==> config.mk <==
export PLATFORM = sky130hd
export DESIGN_NAME = bq128_unpack
export DESIGN_NICKNAME = d
export VERILOG_FILES = /design/src/rtl/bq128_pkg.sv /design/src/rtl/bq128_unpack.sv
export SDC_FILE = /design/constraint.sdc
export NUM_CORES = 2
export LEC_CHECK = 0
export ABC_AREA = 1
export BUFFER_PORTS_ARGS = -buffer_cell sky130_fd_sc_hd__buf_4
export CAP_MARGIN = 20
export CELL_PAD_IN_SITES_DETAIL_PLACEMENT = 0
export CELL_PAD_IN_SITES_GLOBAL_PLACEMENT = 1
export CORE_UTILIZATION = 47
export DETAILED_ROUTE_END_ITERATION = 10
export PLACE_DENSITY = 0.87
export SLEW_MARGIN = 20
export SYNTH_ARGS = -nofsm -noshare
export SYNTH_HDL_FRONTEND = slang
export SYNTH_SLANG_ARGS = --single-unit
==> constraint.sdc <==
create_clock -name clk_i -period 12.09 [get_ports clk_i]
set_clock_uncertainty 0.15 [all_clocks]
set_input_delay 1.8135 -clock clk_i [delete_from_list [all_inputs] [get_ports clk_i]]
set_output_delay 1.8135 -clock clk_i [all_outputs]
set_load 0.02 [all_outputs]
==> src/rtl/bq128_pkg.sv <==
// ----------------------------------------------------------------------------
// bq128_pkg
// Shared types and constants for the binary128 multiplier pipeline.
// ----------------------------------------------------------------------------
package bq128_pkg;

  localparam int unsigned MANT_W = 113;   // significand with hidden bit
  localparam int unsigned PROD_W = 226;   // exact significand product
  localparam int unsigned EXP_W  = 18;    // signed internal exponent

  localparam logic [14:0]             EXP_MAX    = 15'h7FFF;
  localparam logic signed [EXP_W-1:0] EXP_BIAS_S = 18'sd16383;
  localparam logic signed [EXP_W-1:0] EXP_MIN_S  = -18'sd16382;

  // Rounding modes as held in the configuration register
  typedef enum logic [1:0] {
    RM_RNE = 2'd0,
    RM_RTZ = 2'd1,
    RM_RUP = 2'd2,
    RM_RDN = 2'd3
  } rmode_e;

  // Side information that travels with each item down the pipeline
  typedef struct packed {
    logic        special;   // result fully decided by the operand classes
    logic [63:0] hi;
    logic [63:0] lo;
    logic        inv;
    logic        sign;
  } ctl_t;

  // Normalized operands handed to the multiplier
  typedef struct packed {
    ctl_t                    ctl;
    logic [MANT_W-1:0]       ma;
    logic [MANT_W-1:0]       mb;
    logic signed [EXP_W-1:0] e;
  } op_t;

  // Finished result
  typedef struct packed {
    logic [63:0] hi;
    logic [63:0] lo;
    logic        inv;
    logic        ovf;
    logic        unf;
    logic        inx;
  } res_t;

  // Round increment decision for one rounding position
  function automatic logic round_inc(rmode_e mode, logic sign, logic rbit,
                                     logic sticky, logic lsb);
    logic r;
    case (mode)
      RM_RNE:  r = rbit && (sticky || lsb);
      RM_RTZ:  r = 1'b0;
      RM_RUP:  r = (rbit || sticky) && !sign;
      RM_RDN:  r = (rbit || sticky) && sign;
      default: r = 1'b0;
    endcase
    return r;
  endfunction

endpackage

==> src/rtl/bq128_unpack.sv <==
// ----------------------------------------------------------------------------
// bq128_unpack
// Two stages: classify operands and settle special results, then
// normalize subnormal significands and form the product exponent.
// ----------------------------------------------------------------------------
module bq128_unpack (
  input  logic              clk_i,
  input  logic [1:0]        en_i,
  input  logic [63:0]       x_hi_i,
  input  logic [63:0]       x_lo_i,
  input  logic [63:0]       y_hi_i,
  input  logic [63:0]       y_lo_i,
  output bq128_pkg::op_t    op_o
);
  import bq128_pkg::*;

  typedef struct packed {
    logic [127:0] w;
    logic [6:0]   cnt;
  } norm_t;

  // Left-normalize by 64, 32, 16
  function automatic norm_t norm_coarse(norm_t n);
    norm_t r;
    r = n;
    if (r.w[127:64] == 64'd0) begin
      r.w = {r.w[63:0], 64'd0}; r.cnt = r.cnt + 7'd64;
    end
    if (r.w[127:96] == 32'd0) begin
      r.w = {r.w[95:0], 32'd0}; r.cnt = r.cnt + 7'd32;
    end
    if (r.w[127:112] == 16'd0) begin
      r.w = {r.w[111:0], 16'd0}; r.cnt = r.cnt + 7'd16;
    end
    return r;
  endfunction

  // Left-normalize by 8, 4, 2, 1
  function automatic norm_t norm_fine(norm_t n);
    norm_t r;
    r = n;
    if (r.w[127:120] == 8'd0) begin
      r.w = {r.w[119:0], 8'd0}; r.cnt = r.cnt + 7'd8;
    end
    if (r.w[127:124] == 4'd0) begin
      r.w = {r.w[123:0], 4'd0}; r.cnt = r.cnt + 7'd4;
    end
    if (r.w[127:126] == 2'd0) begin
      r.w = {r.w[125:0], 2'd0}; r.cnt = r.cnt + 7'd2;
    end
    if (!r.w[127]) begin
      r.w = {r.w[126:0], 1'b0}; r.cnt = r.cnt + 7'd1;
    end
    return r;
  endfunction

  logic [14:0] ex, ey;
  logic        xfz, yfz, xnan, ynan, xsnan, ysnan, xinf, yinf, xzero, yzero;
  logic        sign;
  ctl_t        ctl_d, ctl_q;
  norm_t       na_d, nb_d, na_q, nb_q, na_f, nb_f;
  logic [14:0] effa_d, effb_d, effa_q, effb_q;
  op_t         op_d, op_q;
  logic signed [EXP_W-1:0] ea, eb;

  // Stage 1: classify and coarse normalize
  always_comb begin
    ex    = x_hi_i[62:48];
    ey    = y_hi_i[62:48];
    sign  = x_hi_i[63] ^ y_hi_i[63];
    xfz   = (x_hi_i[47:0] == 48'd0) && (x_lo_i == 64'd0);
    yfz   = (y_hi_i[47:0] == 48'd0) && (y_lo_i == 64'd0);
    xnan  = (ex == EXP_MAX) && !xfz;
    ynan  = (ey == EXP_MAX) && !yfz;
    xsnan = xnan && !x_hi_i[47];
    ysnan = ynan && !y_hi_i[47];
    xinf  = (ex == EXP_MAX) && xfz;
    yinf  = (ey == EXP_MAX) && yfz;
    xzero = (ex == 15'd0) && xfz;
    yzero = (ey == 15'd0) && yfz;

    ctl_d         = '0;
    ctl_d.sign    = sign;
    ctl_d.special = 1'b1;
    if (xnan) begin
      ctl_d.hi  = x_hi_i | 64'h0000_8000_0000_0000;
      ctl_d.lo  = x_lo_i;
      ctl_d.inv = xsnan || ysnan;
    end else if (ynan) begin
      ctl_d.hi  = y_hi_i | 64'h0000_8000_0000_0000;
      ctl_d.lo  = y_lo_i;
      ctl_d.inv = ysnan;
    end else if (xinf || yinf) begin
      if (xzero || yzero) begin
        ctl_d.hi  = 64'h7FFF_8000_0000_0000;
        ctl_d.inv = 1'b1;
      end else begin
        ctl_d.hi = {sign, EXP_MAX, 48'd0};
      end
    end else if (xzero || yzero) begin
      ctl_d.hi = {sign, 63'd0};
    end else begin
      ctl_d.special = 1'b0;
    end

    na_d   = norm_coarse('{w: {ex != 15'd0, x_hi_i[47:0], x_lo_i, 15'd0}, cnt: 7'd0});
    nb_d   = norm_coarse('{w: {ey != 15'd0, y_hi_i[47:0], y_lo_i, 15'd0}, cnt: 7'd0});
    effa_d = (ex == 15'd0) ? 15'd1 : ex;
    effb_d = (ey == 15'd0) ? 15'd1 : ey;
  end

  always_ff @(posedge clk_i) begin
    if (en_i[0]) begin
      ctl_q  <= ctl_d;
      na_q   <= na_d;
      nb_q   <= nb_d;
      effa_q <= effa_d;
      effb_q <= effb_d;
    end
  end

  // Stage 2: fine normalize, sum the unbiased exponents
  always_comb begin
    na_f     = norm_fine(na_q);
    nb_f     = norm_fine(nb_q);
    ea       = $signed({3'd0, effa_q}) - EXP_BIAS_S - $signed({11'd0, na_f.cnt});
    eb       = $signed({3'd0, effb_q}) - EXP_BIAS_S - $signed({11'd0, nb_f.cnt});
    op_d.ctl = ctl_q;
    op_d.ma  = na_f.w[127:15];
    op_d.mb  = nb_f.w[127:15];
    op_d.e   = ea + eb;
  end

  always_ff @(posedge clk_i) begin
    if (en_i[1]) begin
      op_q <= op_d;
    end
  end

  assign op_o = op_q;

endmodule

==> impl_summary.log <==
[metrics] worst-case reg-to-reg path depth: 34
[metrics] area after detailed placement: 50200 um^2
[metrics] Seq/Total Area, Yosys: 0.511
[metrics] Fin Hold WS: 0.251 ns
[metrics] final setup margin: 4.53 ns
[metrics] routed wire length: approximately 190 mm
[metrics] FP Rows: 113
[metrics] Worst-Skew Late Latency: 0.69 ns
[metrics] nature of the critical path startpoint: flip-flop
[metrics] post-synthesis share of cell area spent on full adders, half adders and majority gates: 0.0142
[metrics] total clock sinks: 768
[metrics] post-synthesis cell count: 5479
[metrics] first-pass detailed-route iteration total: 6
[metrics] run status: completed
[metrics] ys async rst share: 0
[metrics] CTS HTree Levels: 3
[metrics] hold_buf cts: 0
[metrics] clock tree from TritonCTS: done
[metrics] fill count: 9048
[metrics] maximum fanout along the worst path: 99
[metrics] basic-gate share of the synthesized area counting and, or, nand and nor cells: 0.247
[metrics] most frequently used cell type in the post-synthesis netlist: sky130_fd_sc_hd__nand2_1
[metrics] Die Width: 312 um
[metrics] upper clock frequency limit: 132 MHz
[metrics] worst-case register-to-register setup slack: 4.53 ns
[metrics] parity-gate share of the synthesized area counting xor and xnor cells: 0.00699
[metrics] total power per unit cell area: 142 nW/um^2
[metrics] hpwl dp: 149 mm
[metrics] Die ar.: 97200 um^2
[metrics] worst rel slew slack: 0.214
[metrics] postcts setup bufs: 0
[metrics] max-slew violations: 0
[metrics] total number of vias: a little over 40000
[metrics] CTS Buf Count: 85
[metrics] beginning of the worst hold path: ctl_q[26]
[metrics] total global-route track usage: 0.383
[metrics] most frequent cells after synthesis: 1505 x sky130_fd_sc_hd__nand2_1, 821 x sky130_fd_sc_hd__o21ai_0, 768 x sky130_fd_sc_hd__edfxtp_1
[metrics] slowest stage cell, crit path: sky130_fd_sc_hd__fa_1
[metrics] number of endpoints with negative hold slack in the final report: 0
[metrics] layout cells sized above 1: 0.177
[metrics] Peak VDD IR: 0.147 mV
[metrics] Die Ht: 312 um
[metrics] worst hold path type: flip-flop to flip-flop
[metrics] remaining design rule violation count: 0
[metrics] required time at the endpoint of the critical path: between 10 and 15 ns
[metrics] largest cells by area after synthesis: sky130_fd_sc_hd__edfxtp_1 51%, sky130_fd_sc_hd__nand2_1 13%, sky130_fd_sc_hd__o21ai_0 9.1%
[metrics] Setup TNS Final: 0 ns
[metrics] cell repeated most along the worst path: sky130_fd_sc_hd__nand2_1
[metrics] WL per Instance: 26.4 um
[metrics] vias in the first global route: 37767
[metrics] vias per inst: 5.69
[metrics] post-synthesis area per instance: 8.23 um^2
[metrics] transition at the pin with the smallest max-transition slack: 1.17 ns
[metrics] Leak: 23.8 nW
[metrics] Cells after DPL: 7053
[metrics] final number of setup-violating endpoints: 0
[metrics] most used flip-flop cell after synthesis: sky130_fd_sc_hd__edfxtp_1
[metrics] arrival time of the worst setup path: 7.83 ns
[metrics] crit end category: flip-flop
[metrics] count of non-filler cells in the finished layout: 7226
[metrics] core region area: 95000 um^2
[metrics] effective utilization at floorplan: 0.475
[metrics] pin count of the biggest net entering global routing: 172
[metrics] largest area contributor in the netlist: sky130_fd_sc_hd__edfxtp_1
[metrics] RSZ-0062 raised after global routing: false
[metrics] complex-gate fraction of the synthesized area: 0.108
[metrics] crit path time final: ~7.6 ns
[metrics] max-cap viol count: 0
[metrics] antenna-violating nets left: 0
[metrics] worst reg2reg path endpoint: op_o[16]
[metrics] Netlist Area Pre-Place: approximately 45000 um^2
[metrics] number of violations reported at the end of detailed-routing iteration 0: 6095
[metrics] number of top-level pins: 634
[metrics] fin nets: approximately 6200
[metrics] clock buffer depth: 3
[metrics] first-pass GRT wire length: 268 mm
[metrics] capture endpoint of the worst hold path: op_o[270]
[metrics] count of cells resized by post-cts repair: 0
[metrics] multiplexer area fraction after synthesis: 0.0240
[metrics] portion of synthesized cell area occupied by the leading cell type: 0.511
[metrics] kind of critical path: flip-flop to flip-flop
[metrics] largest family of logic cells by synthesized area: simple AND/OR/NAND/NOR gates
[metrics] post-layout instance area: 53200 um^2
[metrics] Crit path largest cell delay: approximately 0.56 ns
[metrics] antenna violations before repair: 29
[metrics] FF+latch count, synth: 768
[metrics] Worst Hold Path Cells: 0
[metrics] synthesized net count: around 5800
[metrics] Place WS: ~4.6 ns
[metrics] crit share post-route: 0.625
[metrics] number of buffer cells added on primary ports: ~630
[metrics] remaining global-route overflow: 0
[metrics] startpoint of the lowest-slack register-to-register path: na_q[133]
[metrics] Yosys warnings: 0
[metrics] Clock Tree Root: sky130_fd_sc_hd__clkbuf_16
[metrics] clk slew on worst S/H paths: 0.06 ns
[metrics] number of distinct library cells after synthesis: 48
[metrics] routability congestion estimate: between 1 and 1.5
[metrics] area added between synthesis and finish: 17.9%
[metrics] number of enable-type register cells in the synthesized netlist: 768
==> where the power goes <==
group | internal (W) | total [W] | switching (W)
sequential | 0.00323 | 0.00335 | 0.000118
clock | 0.00157 | 0.00272 | 0.00115
combinational | 0.000487 | 0.00146 | 0.000976
total | 0.00529 | 0.00753 | 0.00224
==> critical path, delay by kind of cell (launching register included) <==
kind	cells	cell delay (ns)
simple gates	12	1.51
xor+xnor	1	0.08
buf+inv	9	1.52
fa+ha+maj	3	1.50
flops	1	0.37
compound gates	9	2.12
==> layout make-up <==
cell class | instances | area (um^2) | area share
antenna | 19 | 47.5 | 0.000894
clock buffer | 96 | 2190 | 0.0412
clock inverter | 58 | 689 | 0.0130
inverter | 637 | 2390 | 0.0450
multi-input combinational | 3708 | 18100 | 0.340
sequential | 768 | 23100 | 0.434
tap | 1265 | 1580 | 0.0298
timing repair buffer | 675 | 5110 | 0.0961
==> cell families (layout without fill, tap and decap cells) <==
| kind of cell | after synthesis | after routing |
|---|---|---|
| compound gates | 955 | 955 |
| xor+xnor | 36 | 36 |
| fa+ha+maj | 42 | 42 |
| buf+inv | 1003 | 1466 |
| flops | 768 | 768 |
| mux | 108 | 108 |
| other cells | 0 | 19 |
| simple gates | 2567 | 2567 |
==> registers in the layout (all words and copies together), names as in the netlist <==
register / cells
effb_q: 15
effa_q: 15
op_o: 375
nb_q: 116
ctl_q: 131
na_q: 116
==> cell usage in the layout, fill, tap and decap left out, types with 3 or more instances in the layout <==
| cell type | n |
|---|---|
| sky130_fd_sc_hd__a31oi_1 | 9 |
| sky130_fd_sc_hd__a21oi_1 | 83 |
| sky130_fd_sc_hd__nand4_1 | 46 |
| sky130_fd_sc_hd__edfxtp_1 | 768 |
| sky130_fd_sc_hd__nor2_2 | 3 |
| sky130_fd_sc_hd__o21ai_1 | 12 |
| sky130_fd_sc_hd__nand3_2 | 10 |
| sky130_fd_sc_hd__clkbuf_1 | 10 |
| sky130_fd_sc_hd__clkinvlp_4 | 7 |
| sky130_fd_sc_hd__nor4_1 | 16 |
| sky130_fd_sc_hd__clkinv_2 | 12 |
| sky130_fd_sc_hd__nand3b_1 | 9 |
| sky130_fd_sc_hd__inv_6 | 4 |
| sky130_fd_sc_hd__nor3_1 | 55 |
| sky130_fd_sc_hd__o31ai_1 | 16 |
| sky130_fd_sc_hd__fa_1 | 15 |
| sky130_fd_sc_hd__nand2_1 | 1500 |
| sky130_fd_sc_hd__inv_2 | 12 |
| sky130_fd_sc_hd__bufinv_16 | 12 |
| sky130_fd_sc_hd__or2_2 | 186 |
| sky130_fd_sc_hd__nor2_1 | 291 |
| sky130_fd_sc_hd__nand2_2 | 10 |
| sky130_fd_sc_hd__inv_1 | 622 |
| sky130_fd_sc_hd__o21ai_0 | 821 |
| sky130_fd_sc_hd__clkinv_4 | 6 |
| sky130_fd_sc_hd__ha_1 | 27 |
| sky130_fd_sc_hd__o21bai_1 | 4 |
| sky130_fd_sc_hd__nand3_1 | 415 |
| sky130_fd_sc_hd__xnor2_1 | 9 |
| sky130_fd_sc_hd__nand2_4 | 5 |
| sky130_fd_sc_hd__mux2i_1 | 108 |
| sky130_fd_sc_hd__xor2_1 | 27 |
| sky130_fd_sc_hd__clkbuf_16 | 86 |
| sky130_fd_sc_hd__nor2_4 | 11 |
| sky130_fd_sc_hd__diode_2 | 19 |
| sky130_fd_sc_hd__clkinv_1 | 16 |
| sky130_fd_sc_hd__buf_4 | 671 |
==> metal layers <==
| metal | GRT usage | wire (um) |
|---|---|---|
| met2 | 0.541 | 79600 |
| met1 | 0.554 | 80200 |
| met3 | 0.0826 | 21100 |
| met4 | 0.186 | 9820 |
| met5 | 0 | 94 |
==> metrics by stage <==
step | utilization | power, W
final | 0.559 | 0.00753
after global routing | 0.559 | 0.00777
after CTS | 0.559 | 0.00753
after detailed placement | 0.529 | 0.00484
after global placement | 0.529 | 0.00483
after floorplan | - | 0.00413
==> worst max-delay path by stage <==
stage / startpoint / endpoint / slack, ns
after global placement: na_q[133] / op_o[16] / 4.67
after CTS: nb_q[127] / op_o[16] / 4.58
after floorplan: na_q[133] / op_o[16] / 6.32
after global routing: na_q[133] / op_o[16] / 4.00
after detailed placement: na_q[133] / op_o[16] / 4.61
final: na_q[133] / op_o[16] / 4.53
Note: power is estimated with default switching activity, not from simulation.
